$ cat src/rtl/stc_pkg.sv
// Shared types, codes, constants and clamp and step helpers for the sun tracker servo controller.
`default_nettype none

package stc_pkg;

  localparam logic [1:0] KIND_TICK   = 2'd0;
  localparam logic [1:0] KIND_MODE   = 2'd1;
  localparam logic [1:0] KIND_MANUAL = 2'd2;
  localparam logic [1:0] KIND_SLEW   = 2'd3;

  localparam logic [1:0] MODE_AUTO   = 2'd0;
  localparam logic [1:0] MODE_MANUAL = 2'd1;
  localparam logic [1:0] MODE_CALIB  = 2'd2;
  localparam logic [1:0] MODE_DEMO   = 2'd3;

  localparam int unsigned CfgIdxW = 3;
  localparam int unsigned CfgDataW = 9;
  localparam logic [CfgIdxW-1:0] CFG_MIN_TILT = 3'd0;
  localparam logic [CfgIdxW-1:0] CFG_MAX_TILT = 3'd1;
  localparam logic [CfgIdxW-1:0] CFG_AZ_OFF   = 3'd2;
  localparam logic [CfgIdxW-1:0] CFG_TILT_OFF = 3'd3;
  localparam logic [CfgIdxW-1:0] CFG_AP_MODE  = 3'd4;

  localparam logic [7:0] MIN_TILT_RST = 8'd15;
  localparam logic [7:0] MAX_TILT_RST = 8'd90;
  localparam logic [7:0] POS_RST      = 8'd90;

  localparam logic [7:0] PAN_MAX  = 8'd180;
  localparam logic [7:0] PAN_MID  = 8'd90;
  localparam int unsigned DemoStep = 2;

  // Reciprocals: floor(x/10) = (x*6554)>>16 for x < 16384, floor(x/90) = (x*23302)>>21
  // for x < 74898.
  localparam int unsigned AzRecip = 6554;
  localparam int unsigned AzShift = 16;
  localparam int unsigned DemoRecip = 23302;
  localparam int unsigned DemoShift = 21;
  localparam int unsigned DemoCeilBias = 89 * DemoRecip;
  localparam int unsigned RcpW = 23;

  typedef struct packed {
    logic [7:0] auto_pan;
    logic [7:0] auto_tilt;
    logic [7:0] demo_pan;
    logic       demo_down;
    logic [7:0] demo_tilt;
  } aim_t;

  function automatic logic [7:0] clamp_pan(input logic signed [10:0] v);
    logic [7:0] r;
    if (v < 11'sd0) begin
      r = 8'd0;
    end else if (v > signed'({3'b000, PAN_MAX})) begin
      r = PAN_MAX;
    end else begin
      r = v[7:0];
    end
    return r;
  endfunction

  function automatic logic [7:0] clamp_tilt(input logic signed [10:0] v,
                                            input logic [7:0] lo,
                                            input logic [7:0] hi);
    logic signed [10:0] los;
    logic signed [10:0] his;
    logic [7:0]         r;
    los = signed'({3'b000, lo});
    his = signed'({3'b000, hi});
    if (v < los) begin
      r = lo;
    end else if (v > his) begin
      r = hi;
    end else begin
      r = v[7:0];
    end
    return r;
  endfunction

  function automatic logic [7:0] step_toward(input logic [7:0] cur, input logic [7:0] tgt);
    logic [7:0] r;
    if (cur < tgt) begin
      r = cur + 8'd1;
    end else if (cur > tgt) begin
      r = cur - 8'd1;
    end else begin
      r = cur;
    end
    return r;
  endfunction

endpackage

`default_nettype wire

$ cat src/rtl/stc_aim.sv
// Aim arithmetic: auto pan and tilt targets and the next demo sweep point.
`default_nettype none

module stc_aim (
  input  logic [11:0]             sun_azimuth_i,
  input  logic signed [10:0]      sun_altitude_i,
  input  logic signed [8:0]       azimuth_offset_i,
  input  logic signed [7:0]       tilt_offset_i,
  input  logic [7:0]              min_tilt_i,
  input  logic [7:0]              max_tilt_i,
  input  logic [7:0]              demo_pan_i,
  input  logic                    demo_down_i,
  input  logic [stc_pkg::RcpW-1:0] demo_rcp_i,
  input  logic                    demo_neg_i,
  output stc_pkg::aim_t           aim_o
);
  import stc_pkg::*;

  logic [24:0]        az_prod;
  logic signed [10:0] pan_raw;
  logic signed [12:0] toff10;
  logic signed [12:0] alt_sum;
  logic [11:0]        alt_abs;
  logic [24:0]        alt_prod;
  logic signed [10:0] tilt_raw;
  logic signed [9:0]  dp_raw;
  logic [7:0]         dp_next;
  logic               dd_next;
  logic [7:0]         pan_dev;
  logic [29:0]        demo_prod;
  logic [29:0]        demo_sum;
  logic [7:0]         demo_q;
  logic signed [10:0] demo_raw;

  assign az_prod = {13'd0, sun_azimuth_i} * 25'(AzRecip);
  assign pan_raw = signed'({2'b00, az_prod[24:AzShift]}) - signed'({3'b000, PAN_MID})
                 + 11'(azimuth_offset_i);

  assign toff10   = (13'(tilt_offset_i) <<< 3) + (13'(tilt_offset_i) <<< 1);
  assign alt_sum  = 13'(sun_altitude_i) + toff10;
  assign alt_abs  = alt_sum[12] ? 12'(-alt_sum) : alt_sum[11:0];
  assign alt_prod = {13'd0, alt_abs} * 25'(AzRecip);
  assign tilt_raw = alt_sum[12] ? -signed'({3'b000, alt_prod[23:AzShift]})
                                :  signed'({3'b000, alt_prod[23:AzShift]});

  assign dp_raw = demo_down_i ? signed'({2'b00, demo_pan_i}) - 10'(DemoStep)
                              : signed'({2'b00, demo_pan_i}) + 10'(DemoStep);

  always_comb begin
    if (dp_raw >= signed'({2'b00, PAN_MAX})) begin
      dp_next = PAN_MAX;
      dd_next = 1'b1;
    end else if (dp_raw <= 10'sd0) begin
      dp_next = 8'd0;
      dd_next = 1'b0;
    end else begin
      dp_next = dp_raw[7:0];
      dd_next = demo_down_i;
    end
  end

  assign pan_dev   = (dp_next >= PAN_MID) ? dp_next - PAN_MID : PAN_MID - dp_next;
  assign demo_prod = {23'd0, pan_dev[6:0]} * {7'd0, demo_rcp_i};
  assign demo_sum  = demo_prod + (demo_neg_i ? 30'd0 : 30'(DemoCeilBias));
  assign demo_q    = demo_sum[DemoShift+7:DemoShift];
  assign demo_raw  = demo_neg_i ? signed'({3'b000, max_tilt_i}) + signed'({3'b000, demo_q})
                                : signed'({3'b000, max_tilt_i}) - signed'({3'b000, demo_q});

  assign aim_o.auto_pan  = clamp_pan(pan_raw);
  assign aim_o.auto_tilt = clamp_tilt(tilt_raw, min_tilt_i, max_tilt_i);
  assign aim_o.demo_pan  = dp_next;
  assign aim_o.demo_down = dd_next;
  assign aim_o.demo_tilt = clamp_tilt(demo_raw, min_tilt_i, max_tilt_i);

endmodule

`default_nettype wire

$ cat src/rtl/solar_tracker_servo_controller.sv
// An accepted transaction is processed from the input register into the result register.
// One transaction per cycle while out_ready_i does not stall the output; the state registers
// update once per item in a single registered pass between the input and result registers.
// Reset: asynchronous, active low; mode auto, both axes at 90, servos enabled, no night,
// no slew, tilt range 15..90, offsets 0. Configuration writes are always accepted.
`default_nettype none

module solar_tracker_servo_controller (
  input  logic                          clk_i,
  input  logic                          rst_ni,
  input  logic                          cfg_valid_i,
  output logic                          cfg_ready_o,
  input  logic [stc_pkg::CfgIdxW-1:0]   cfg_index_i,
  input  logic [stc_pkg::CfgDataW-1:0]  cfg_data_i,
  input  logic                          in_valid_i,
  output logic                          in_ready_o,
  input  logic [1:0]                    kind_i,
  input  logic [1:0]                    mode_value_i,
  input  logic signed [9:0]             manual_hor_i,
  input  logic signed [9:0]             manual_ver_i,
  input  logic [11:0]                   sun_azimuth_i,
  input  logic signed [10:0]            sun_altitude_i,
  input  logic                          clock_valid_i,
  output logic                          out_valid_o,
  input  logic                          out_ready_i,
  output logic [7:0]                    pan_angle_o,
  output logic [7:0]                    tilt_angle_o,
  output logic                          servos_enabled_o,
  output logic                          night_flag_o,
  output logic                          slewing_o,
  output logic                          item_ignored_o,
  output logic [1:0]                    current_mode_o
);
  import stc_pkg::*;

  logic              cfg_we;
  logic [7:0]        min_tilt_q, max_tilt_q, min_tilt_d, max_tilt_d;
  logic signed [8:0] az_off_q;
  logic signed [7:0] tilt_off_q;
  logic              ap_mode_q;
  logic signed [8:0] tilt_span;
  logic [7:0]        span_abs;
  logic [RcpW-1:0]   rcp_q, rcp_d;
  logic              dneg_q;

  logic              in_vld_q, out_vld_q, adv, fire, accept;
  logic [1:0]        kind_q, mode_value_q;
  logic signed [9:0] hor_q, ver_q;
  logic [11:0]       az_q;
  logic signed [10:0] alt_q;
  logic              cv_q;

  logic [1:0]        mode_q, mode_d;
  logic [7:0]        pan_q, pan_d, tilt_q, tilt_d, dpan_q, dpan_d;
  logic              ddown_q, ddown_d, night_q, night_d, en_q, en_d, slew_q, slew_d;
  logic [7:0]        spt_q, spt_d, stt_q, stt_d;
  logic              ign_d;

  logic [7:0]        out_pan_q, out_tilt_q;
  logic              out_en_q, out_night_q, out_slew_q, out_ign_q;
  logic [1:0]        out_mode_q;

  aim_t              aim;

  // Configuration path; the demo tilt reciprocal is refreshed with every tilt range write.
  assign cfg_ready_o = 1'b1;
  assign cfg_we      = cfg_valid_i;
  assign min_tilt_d  = (cfg_index_i == CFG_MIN_TILT) ? cfg_data_i[7:0] : min_tilt_q;
  assign max_tilt_d  = (cfg_index_i == CFG_MAX_TILT) ? cfg_data_i[7:0] : max_tilt_q;
  assign tilt_span   = signed'({1'b0, max_tilt_d}) - signed'({1'b0, min_tilt_d});
  assign span_abs    = tilt_span[8] ? 8'(-tilt_span) : tilt_span[7:0];
  assign rcp_d       = {15'd0, span_abs} * RcpW'(DemoRecip);

  always_ff @(posedge clk_i or negedge rst_ni) begin
    if (!rst_ni) begin
      min_tilt_q <= MIN_TILT_RST;
      max_tilt_q <= MAX_TILT_RST;
      az_off_q   <= '0;
      tilt_off_q <= '0;
      ap_mode_q  <= 1'b0;
      rcp_q      <= RcpW'(DemoRecip * (MAX_TILT_RST - MIN_TILT_RST));
      dneg_q     <= 1'b0;
    end else if (cfg_we) begin
      unique case (cfg_index_i) inside
        CFG_MIN_TILT, CFG_MAX_TILT: begin
          min_tilt_q <= min_tilt_d;
          max_tilt_q <= max_tilt_d;
          rcp_q      <= rcp_d;
          dneg_q     <= tilt_span[8];
        end
        CFG_AZ_OFF:   az_off_q   <= signed'(cfg_data_i);
        CFG_TILT_OFF: tilt_off_q <= signed'(cfg_data_i[7:0]);
        CFG_AP_MODE:  ap_mode_q  <= cfg_data_i[0];
        default: ;
      endcase
    end
  end

  // Input register and output register handshake.
  assign adv        = !out_vld_q || out_ready_i;
  assign fire       = in_vld_q && adv;
  assign in_ready_o = !in_vld_q || adv;
  assign accept     = in_valid_i && in_ready_o;

  always_ff @(posedge clk_i or negedge rst_ni) begin
    if (!rst_ni) begin
      in_vld_q  <= 1'b0;
      out_vld_q <= 1'b0;
    end else begin
      if (accept) begin
        in_vld_q <= 1'b1;
      end else if (adv) begin
        in_vld_q <= 1'b0;
      end
      if (fire) begin
        out_vld_q <= 1'b1;
      end else if (out_ready_i) begin
        out_vld_q <= 1'b0;
      end
    end
  end

  always_ff @(posedge clk_i) begin
    if (accept) begin
      kind_q       <= kind_i;
      mode_value_q <= mode_value_i;
      hor_q        <= manual_hor_i;
      ver_q        <= manual_ver_i;
      az_q         <= sun_azimuth_i;
      alt_q        <= sun_altitude_i;
      cv_q         <= clock_valid_i;
    end
  end

  stc_aim u_aim (
    .sun_azimuth_i    (az_q),
    .sun_altitude_i   (alt_q),
    .azimuth_offset_i (az_off_q),
    .tilt_offset_i    (tilt_off_q),
    .min_tilt_i       (min_tilt_q),
    .max_tilt_i       (max_tilt_q),
    .demo_pan_i       (dpan_q),
    .demo_down_i      (ddown_q),
    .demo_rcp_i       (rcp_q),
    .demo_neg_i       (dneg_q),
    .aim_o            (aim)
  );

  always_comb begin
    mode_d  = mode_q;
    pan_d   = pan_q;
    tilt_d  = tilt_q;
    dpan_d  = dpan_q;
    ddown_d = ddown_q;
    night_d = night_q;
    en_d    = en_q;
    slew_d  = slew_q;
    spt_d   = spt_q;
    stt_d   = stt_q;
    ign_d   = 1'b0;
    unique case (kind_q)
      KIND_SLEW: begin
        if (slew_q) begin
          pan_d  = step_toward(pan_q, spt_q);
          tilt_d = step_toward(tilt_q, stt_q);
          if (pan_d == spt_q && tilt_d == stt_q) begin
            slew_d = 1'b0;
          end
        end
      end
      KIND_TICK: begin
        if (slew_q) begin
          ign_d = 1'b1;
        end else if (mode_q != MODE_AUTO) begin
          night_d = 1'b0;
          en_d    = 1'b1;
          if (mode_q == MODE_CALIB) begin
            pan_d  = PAN_MID;
            tilt_d = clamp_tilt(signed'({3'b000, PAN_MID}), min_tilt_q, max_tilt_q);
          end else if (mode_q == MODE_DEMO) begin
            dpan_d  = aim.demo_pan;
            ddown_d = aim.demo_down;
            pan_d   = aim.demo_pan;
            tilt_d  = aim.demo_tilt;
          end
        end else if (cv_q && !ap_mode_q) begin
          if (alt_q <= 11'sd0) begin
            if (!night_q) begin
              night_d = 1'b1;
              en_d    = 1'b0;
            end
          end else if (night_q) begin
            night_d = 1'b0;
            en_d    = 1'b1;
            spt_d   = aim.auto_pan;
            stt_d   = aim.auto_tilt;
            slew_d  = (pan_q != aim.auto_pan) || (tilt_q != aim.auto_tilt);
          end else begin
            en_d   = 1'b1;
            pan_d  = aim.auto_pan;
            tilt_d = aim.auto_tilt;
          end
        end
      end
      KIND_MODE: begin
        if (slew_q) begin
          ign_d = 1'b1;
        end else begin
          mode_d = mode_value_q;
          if (mode_value_q == MODE_DEMO) begin
            dpan_d  = 8'd0;
            ddown_d = 1'b0;
            en_d    = 1'b1;
            pan_d   = 8'd0;
            tilt_d  = clamp_tilt(signed'({3'b000, min_tilt_q}), min_tilt_q, max_tilt_q);
          end
        end
      end
      KIND_MANUAL: begin
        if (slew_q) begin
          ign_d = 1'b1;
        end else if (mode_q == MODE_MANUAL) begin
          en_d   = 1'b1;
          pan_d  = clamp_pan(11'(hor_q));
          tilt_d = clamp_tilt(11'(ver_q), min_tilt_q, max_tilt_q);
        end
      end
      default: ;
    endcase
  end

  always_ff @(posedge clk_i or negedge rst_ni) begin
    if (!rst_ni) begin
      mode_q  <= MODE_AUTO;
      pan_q   <= POS_RST;
      tilt_q  <= POS_RST;
      dpan_q  <= 8'd0;
      ddown_q <= 1'b0;
      night_q <= 1'b0;
      en_q    <= 1'b1;
      slew_q  <= 1'b0;
      spt_q   <= 8'd0;
      stt_q   <= 8'd0;
    end else if (fire) begin
      mode_q  <= mode_d;
      pan_q   <= pan_d;
      tilt_q  <= tilt_d;
      dpan_q  <= dpan_d;
      ddown_q <= ddown_d;
      night_q <= night_d;
      en_q    <= en_d;
      slew_q  <= slew_d;
      spt_q   <= spt_d;
      stt_q   <= stt_d;
    end
  end

  always_ff @(posedge clk_i) begin
    if (fire) begin
      out_pan_q   <= pan_d;
      out_tilt_q  <= tilt_d;
      out_en_q    <= en_d;
      out_night_q <= night_d;
      out_slew_q  <= slew_d;
      out_ign_q   <= ign_d;
      out_mode_q  <= mode_d;
    end
  end

  assign out_valid_o      = out_vld_q;
  assign pan_angle_o      = out_pan_q;
  assign tilt_angle_o     = out_tilt_q;
  assign servos_enabled_o = out_en_q;
  assign night_flag_o     = out_night_q;
  assign slewing_o        = out_slew_q;
  assign item_ignored_o   = out_ign_q;
  assign current_mode_o   = out_mode_q;

  // A slew only starts with the servos enabled, and nothing disables them during it.
  a_slew_enabled: assert property (@(posedge clk_i) disable iff (!rst_ni)
    slew_q |-> en_q) else $error("slew active with servos disabled");

  // A dropped transaction can only be reported while a slew is running.
  a_ignored_slewing: assert property (@(posedge clk_i) disable iff (!rst_ni)
    (out_vld_q && out_ign_q) |-> out_slew_q) else $error("ignored item outside a slew");

  a_pan_range: assert property (@(posedge clk_i) disable iff (!rst_ni)
    pan_q <= PAN_MAX) else $error("pan position out of range");

  // Every item leaving the input register lands in the result register.
  a_fire_result: assert property (@(posedge clk_i) disable iff (!rst_ni)
    fire |=> out_vld_q) else $error("processed item produced no result");

endmodule

`default_nettype wire
$ cat config.mk
export PLATFORM = sky130hd
export DESIGN_NAME = solar_tracker_servo_controller
export DESIGN_NICKNAME = d
export VERILOG_FILES = /design/src/rtl/stc_pkg.sv /design/src/rtl/stc_aim.sv /design/src/rtl/solar_tracker_servo_controller.sv
export SDC_FILE = /design/constraint.sdc
export NUM_CORES = 1
export LEC_CHECK = 0
export BUFFER_PORTS_ARGS = -buffer_cell sky130_fd_sc_hd__clkbuf_2
export CAP_MARGIN = 20
export CORE_ASPECT_RATIO = 0.6
export CORE_MARGIN = 2
export CORE_UTILIZATION = 59
export DETAILED_ROUTE_END_ITERATION = 6
export GPL_TIMING_DRIVEN = 0
export PLACE_DENSITY_LB_ADDON = 0.08
export SLEW_MARGIN = 15
export SYNTH_ARGS = -nofsm -noshare
export SYNTH_HDL_FRONTEND = slang
export SYNTH_SLANG_ARGS = --single-unit
$ cat constraint.sdc
create_clock -name clk_i -period 13.3 [get_ports clk_i]
set_input_delay 1.995 -clock clk_i [delete_from_list [all_inputs] [get_ports clk_i]]
set_output_delay 1.995 -clock clk_i [all_outputs]
set_load 0.05 [all_outputs]
* Word-level counts from Yosys, hierarchy flattened
Index checks and enable logic that the tools add are counted.
** Storage, ports and cells
- Flip-flop bits (word level) :: 175
- Input port bits :: 65
- Logic and storage cells :: 233
** Cells by class
- Add/sub/neg operators :: 19
- $mul :: 4
- Magnitude comparators :: 22
- Eq/ne operators :: 22
- Multiplexer cells :: 105
- Bitwise logic cells :: 3
- Reduce and logical (&&, ||, !) cells :: 25
** Operators by type and width (count)
- 8-bit two-way mux :: 57
- 8-bit one-hot mux with 4 select lines :: 2
- 1-bit two-way mux :: 34
- 29-bit adder :: 1
- 7-bit by 22-bit multiplier with 28-bit output :: 1
- 8-bit greater-than comparator :: 3
- 8-bit less-than comparator :: 3
- 12-bit by 12-bit multiplier with 24-bit output (second input constant) :: 1
- 12-bit by 12-bit multiplier with 23-bit output (second input constant) :: 1
- 11-bit by 9-bit greater-than comparator with 1-bit output :: 2
- 11-bit by 9-bit less-than comparator with 1-bit output :: 2
- 8-bit by 14-bit multiplier with 22-bit output (second input constant) :: 1
- 11-bit two-way mux :: 2
- 21-bit two-way mux :: 1
- 8-bit by 8-bit subtractor with 9-bit output :: 2
- 8-bit by 1-bit adder with 8-bit output (second input constant) :: 2
- 8-bit == test :: 2
- 8-bit != test :: 2
- 8-bit one-hot mux with 2 select lines :: 1
- 8-bit by 1-bit subtractor with 8-bit output (second input constant) :: 2
- 11-bit by 12-bit adder with 13-bit output :: 1
- 11-bit by 9-bit adder with 12-bit output :: 1
- 12-bit two-way mux :: 1
- 2-bit != test (second input constant) :: 6
- 46 further kinds :: 69

* Logic depth before layout (Yosys ltp)
- Depth in word-level cells :: 19
- Depth in mapped cells :: 70

* By module
From an unflattened synthesis, not the netlist that was laid out.
** Second synthesis, totals
- Cell total of the unflattened synthesis :: 2878
- Area total of the unflattened synthesis :: 26330.3 sq um
** Modules (own cells, without submodules)
- stc_aim :: times used 1, cells an instance 1582, area an instance 13820.8 sq um, sequential area each 0.0 sq um
- solar_tracker_servo_controller :: times used 1, cells an instance 1296, area an instance 12509.5 sq um, sequential area each 4763.3 sq um

* Worst setup path after synthesis
No wires, ideal clock.
- Path type :: register -> register
- Start :: register dpan_q[1]
- End :: register tilt_q[4]
- Arrival time :: 13.421 ns
- Data required time :: 13.218 ns
- Slack :: -0.203 ns
- Cell stages (with the launch flop) :: 66
- Path buffers :: 3
- Clock period less this slack :: 13.503 ns
- Path through :: dfrtp_1 -> buf_2 -> inv_1 -> ha_1 -> and2_1 -> mux4_2 -> nor3_1 -> a221oi_2 -> o221ai_1 -> nor2_1 -> ha_1 -> a221oi_2 -> o311ai_2 -> a311o_1 -> o21ai_1 -> xor2_1 -> buf_2 -> nand2_1 -> (+30 left out) -> o21ba_2 -> o21ai_0 -> a21oi_1 -> o21ai_0 -> a21oi_1 -> o211ai_1 -> o21ai_0 -> xor2_1 -> ha_1 -> nand4_1 -> o22a_1 -> o31a_1 -> o22ai_1 -> mux2_2 -> o21ai_0 -> mux2i_1 -> a211o_1 -> mux2_2
** On the way
- Word-level cells in the longest chain between the ends :: 19
** RTL lines
- start: declaration :: RTL line solar_tracker_servo_controller.sv:54 : logic [7:0] pan_q, pan_d, tilt_q, tilt_d, dpan_q, dpan_d;
- start signal: assignment :: RTL line solar_tracker_servo_controller.sv:248 : dpan_q <= dpan_d;
- 8-bit by 2-bit adder with 9-bit output / 8-bit by 2-bit subtractor with 9-bit output (equally long branches) :: RTL line stc_aim.sv:47, stc_aim.sv:46
- 10-bit two-way mux (*) :: RTL line stc_aim.sv:46 : assign dp_raw = demo_down_i ? signed'({2'b00, demo_pan_i}) - 10'(DemoStep)
- 10-bit by 1-bit less-or-equal comparator with 1-bit output :: RTL line stc_aim.sv:53 : end else if (dp_raw <= 10'sd0) begin
- 8-bit two-way mux :: RTL line stc_aim.sv:53
- 8-bit two-way mux (*) :: RTL line stc_aim.sv:50 : if (dp_raw >= signed'({2'b00, PAN_MAX})) begin
- 7-bit subtractor / 8-bit by 7-bit >= comparator with 1-bit output (equally long branches) :: RTL line stc_aim.sv:62 : assign pan_dev = (dp_next >= PAN_MID) ? dp_next - PAN_MID : PAN_MID - dp_next;
- 7-bit two-way mux (*) :: RTL line stc_aim.sv:62
- 7-bit by 22-bit multiplier with 28-bit output (*) :: RTL line stc_aim.sv:63 : assign demo_prod = {23'd0, pan_dev[6:0]} * {7'd0, demo_rcp_i};
- (+4 left out)
- 8-bit two-way mux :: RTL line stc_pkg.sv:71 : end else if (v > his) begin
- 8-bit two-way mux (*) :: RTL line stc_pkg.sv:69 : if (v < los) begin
- 8-bit two-way mux (*) :: RTL line solar_tracker_servo_controller.sv:180 : end else if (mode_q == MODE_DEMO) begin
- 8-bit two-way mux (*) :: RTL line solar_tracker_servo_controller.sv:177 : if (mode_q == MODE_CALIB) begin
- 8-bit two-way mux (*) :: RTL line solar_tracker_servo_controller.sv:174 : end else if (mode_q != MODE_AUTO) begin
- 8-bit two-way mux (*) :: RTL line solar_tracker_servo_controller.sv:172 : if (slew_q) begin
- 8-bit one-hot mux with 4 select lines (*) :: RTL line solar_tracker_servo_controller.sv:161 : unique case (kind_q)
- named net tilt_d[4] :: RTL line solar_tracker_servo_controller.sv:54
- end signal: assignment :: RTL line solar_tracker_servo_controller.sv:247 : tilt_q <= tilt_d;
- end: declaration :: RTL line solar_tracker_servo_controller.sv:54
Mark *: on every way through the listed nets, which the timed path passes. The rest lies on a longest branch.
A chain may end at the register's enable or synchronous reset.

* Worst setup path in the final report
Ends and elaborated chain as after synthesis.

==> results.md <==
- Status: complete, but fails checks
- Failing checks: negative setup slack
- Crit start category: flip-flop
- Die area: 47100 um2
- CP Capture Type: flip-flop
- CP max FO: 5
- Min Clock Period, post-route: 13420 ps
- Initial core utilization: 59.7%
- Fmax: 0.0745 GHz
- Overflow after GRT: 0
- Detailed placement HPWL: 64300 um
- Post-synth cell types: 96
- Sequential area share after synthesis: 17.8%
- Total of max-cap violations: 0
- Worst reg2reg path startpoint: dpan_q[1]
- Clock sink total: 175
- Hold path cells: 1
- Share of cells above drive strength 1: 14.1%
- Syn nets: 3648
- Clock Skew: 21.4 ps
- Final worst slack: -116 ps
- Cts bufs inserted: 17
- Top-Level Pins: 90
- Slowest cell on crit path: fa_1
- Global placement routability congestion: 0.995
- Worst R2R Path Depth: 61
- Cell mode on critical path: fa_1
- # DRC: 0
- Port Buffer Count: 86
- Wirelength per Cell: 21.6 um
- Mapped Area: 26700 um2
- Cells after synthesis: 2968
- Finished Layout Cells: 3749
- Nets@finish: 3824
- DR iter-0 viols: 2498
- Slew margin rel.: 33.1%
- Req. time, crit path: 13690 ps
- Worst-Margin Slew: 996 ps
- Post-Layout Inst Area: 29900 um2
- GRT Total Usage: 34.7%
- Number of synthesized register bits: 175
- CTS max path bufs: 2
- EDFF count, synth: 70
- Drt pass-1 iters: 7
- Routed WL: 81000 um
- Ys flop type: dfrtp_1
- Core ar.: 44700 um2
- Placement Rows: 60
- Final period util: 101%
- Dpl cells: 3646
- Post-placement cell area: 28000 um2
- DR vias/cell: 6.26
- Critical register-to-register path endpoint: tilt_q[4]
- Area Overhead vs Synth: 11.7%
- HP Class: reg -> reg
- Hold Startpoint: in_vld_q
- Die Span Y: 169 um
- Worst-path clk slew: 90 ps
- Fin. Hold Viols: 0
- Crit Path Class: reg -> reg
- Initial antenna violation count: 3
- Hold Crit Endpoint: out_valid_o
- First-pass GRT wire length: 127000 um
- Clk root buf: clkbuf_16
- RSZ-0062 raised after global routing: yes
- R2r setup slk: -120 ps
- Max Transition Viols Final: 0
- Antenna-violating nets left: 0
- Max H-tree Level: 4
- Die width: 279 um
- Largest net degree at the start of global routing: 67
- CP Data Arrival Time: 13810 ps
- Slowest stage delay, CP: 550 ps
- Async set or reset register ratio after synthesis: 60.0%
- Pre-CTS setup slack: -2560 ps
- Finished Core Util: 66.8%
- Avg Cell Area, Syn: 9.01 um2
- Via count: 23482
- Setup violations, final: 7
- Synth warnings: 0
- Clk_lat worst skew: 470 ps
- Vias in the first global route: 22972
- TritonCTS clock tree: built
[worst max path at each step]
stage | startpoint | end | slack [ps] | cells after the start
after global routing | dpan_q[1] | tilt_angle_o[0] | -530 | 63
final | dpan_q[1] | tilt_q[4] | -120 | 61
after floorplan | dpan_q[1] | tilt_q[4] | 20 | 65
after global placement | dpan_q[1] | tilt_angle_o[0] | -2160 | 60
after CTS | dpan_q[1] | tilt_q[4] | 0.4 | 61
after detailed placement | dpan_q[1] | tilt_angle_o[0] | -2560 | 62
[cells in the mapped netlist (16+ instances only)]
cell	number	area, um2
a211oi_1	24	180
a21o_1	45	338
a21oi_1	150	751
a31oi_1	31	194
and2_1	117	732
and3_1	21	131
clkbuf_1	75	282
dfrtp_1	78	1950
dfstp_2	27	709
edfxtp_1	70	2100
fa_1	203	4060
ha_1	412	5150
inv_1	328	1230
mux2_2	50	563
mux2i_1	36	360
nand2_1	246	923
nand2b_1	31	194
nand3_1	43	215
nand4_1	20	125
nor2_1	146	548
nor2b_1	25	156
nor3_1	46	230
o211ai_1	31	233
o21a_1	33	248
o21ai_0	159	796
o21bai_1	23	173
o22ai_1	16	100
o31ai_1	24	180
or3_1	19	119
xnor2_1	112	981
xor2_1	55	482
[stage by stage]
stage,TNS (ps),hold slack [ps]
final,-526,483
after global routing,-6240,523
after CTS,0,492
after detailed placement,-36060,488
after global placement,-30160,470
after floorplan,0,457
[cells in the final DEF (no fill, tap or decap), drive strengths merged, types with 10 or more instances in the layout]
| cell | Yosys | layout |
|---|---|---|
| nand2 | 247 | 247 |
| edfxtp | 70 | 70 |
| a21oi | 151 | 151 |
| a21boi | 13 | 13 |
| mux2 | 50 | 50 |
| dfstp | 27 | 27 |
| a211oi | 25 | 25 |
| mux2i | 36 | 36 |
| nor2 | 146 | 146 |
| or2 | 14 | 14 |
| and3 | 21 | 21 |
| a22oi | 10 | 10 |
| a21o | 45 | 45 |
| o211ai | 31 | 31 |
| nor3b | 12 | 12 |
| clkbuf | 75 | 175 |
| a31oi | 31 | 31 |
| clkinv | 5 | 11 |
| xor2 | 55 | 55 |
| o21bai | 23 | 23 |
| inv | 328 | 335 |
| o21ai | 168 | 168 |
| nand3 | 43 | 43 |
| buf | 29 | 103 |
| or3 | 19 | 19 |
| o22ai | 16 | 16 |
| nand4 | 20 | 20 |
| dfrtp | 78 | 78 |
| ha | 412 | 412 |
| and2 | 117 | 117 |
| o21a | 33 | 33 |
| nor3 | 46 | 46 |
| nor4 | 15 | 15 |
| nor2b | 25 | 25 |
| o31ai | 26 | 26 |
| xnor2 | 114 | 114 |
| nand2b | 31 | 31 |
| fa | 203 | 203 |
[final cells by class]
type,count,area [um2]
clock inverters,15,174
well taps,589,737
fillers,3637,14900
diodes,3,7.51
repair buffers,159,1020
multi-input cells,2356,21000
plain buffers,102,505
inverters,333,1250
flip-flops and latches,175,4760
clock buffers,17,425
[flip-flops by register name (all words and copies together) (netlist names), 9 cells and up]
register / cells
rcp_q: 22
az_q: 12
hor_q: 10
ver_q: 10
alt_q: 11
az_off_q: 9
[kinds of logic (layout without fill, tap and decap cells)]
family,Yosys count,count (layout),synth area share [%]
buffers and inverters,437,626,6.27
muxes,89,89,3.71
and+or+nand+nor,792,792,14.9
AOI/OAI and AO/OA,687,687,17.0
other,1,4,0.0140
adders and majority gates,615,615,34.5
xor gates and xnor gates,172,172,5.85
DFF,175,175,17.8
[timing repair]
| action | 4_1_cts | 5_1_grt |
|---|---|---|
| pin swaps | 62 | 69 |
| buffers inserted | 46 | 23 |
| resized for setup | 119 | 66 |
| setup endpoints to repair | 16 | 18 |
| cloned | 1 | 0 |
| hold buffers | 0 | 0 |
[routing by layer]
layer  routed length, um  up-vias  global-route usage [%]
met4                1240        0                    6.69
met5                   0        -                       0
met1               37600    11460                    52.2
met2               32800     1150                    49.1
li1                    -    10747                       -
met3                9290      125                    10.4
[worst max-delay path: cells and delay by family, from the launching register on]
kind,cells,cell delay (ps)
compound gates,23,4860
xor+xnor,3,490
fa+ha+maj,11,3860
buf+inv,8,720
flops,1,390
mux,5,1340
simple gates,11,1670
Power is not shown: default switching activity piles up to over one toggle a cycle in this logic, so the estimate is an artifact.
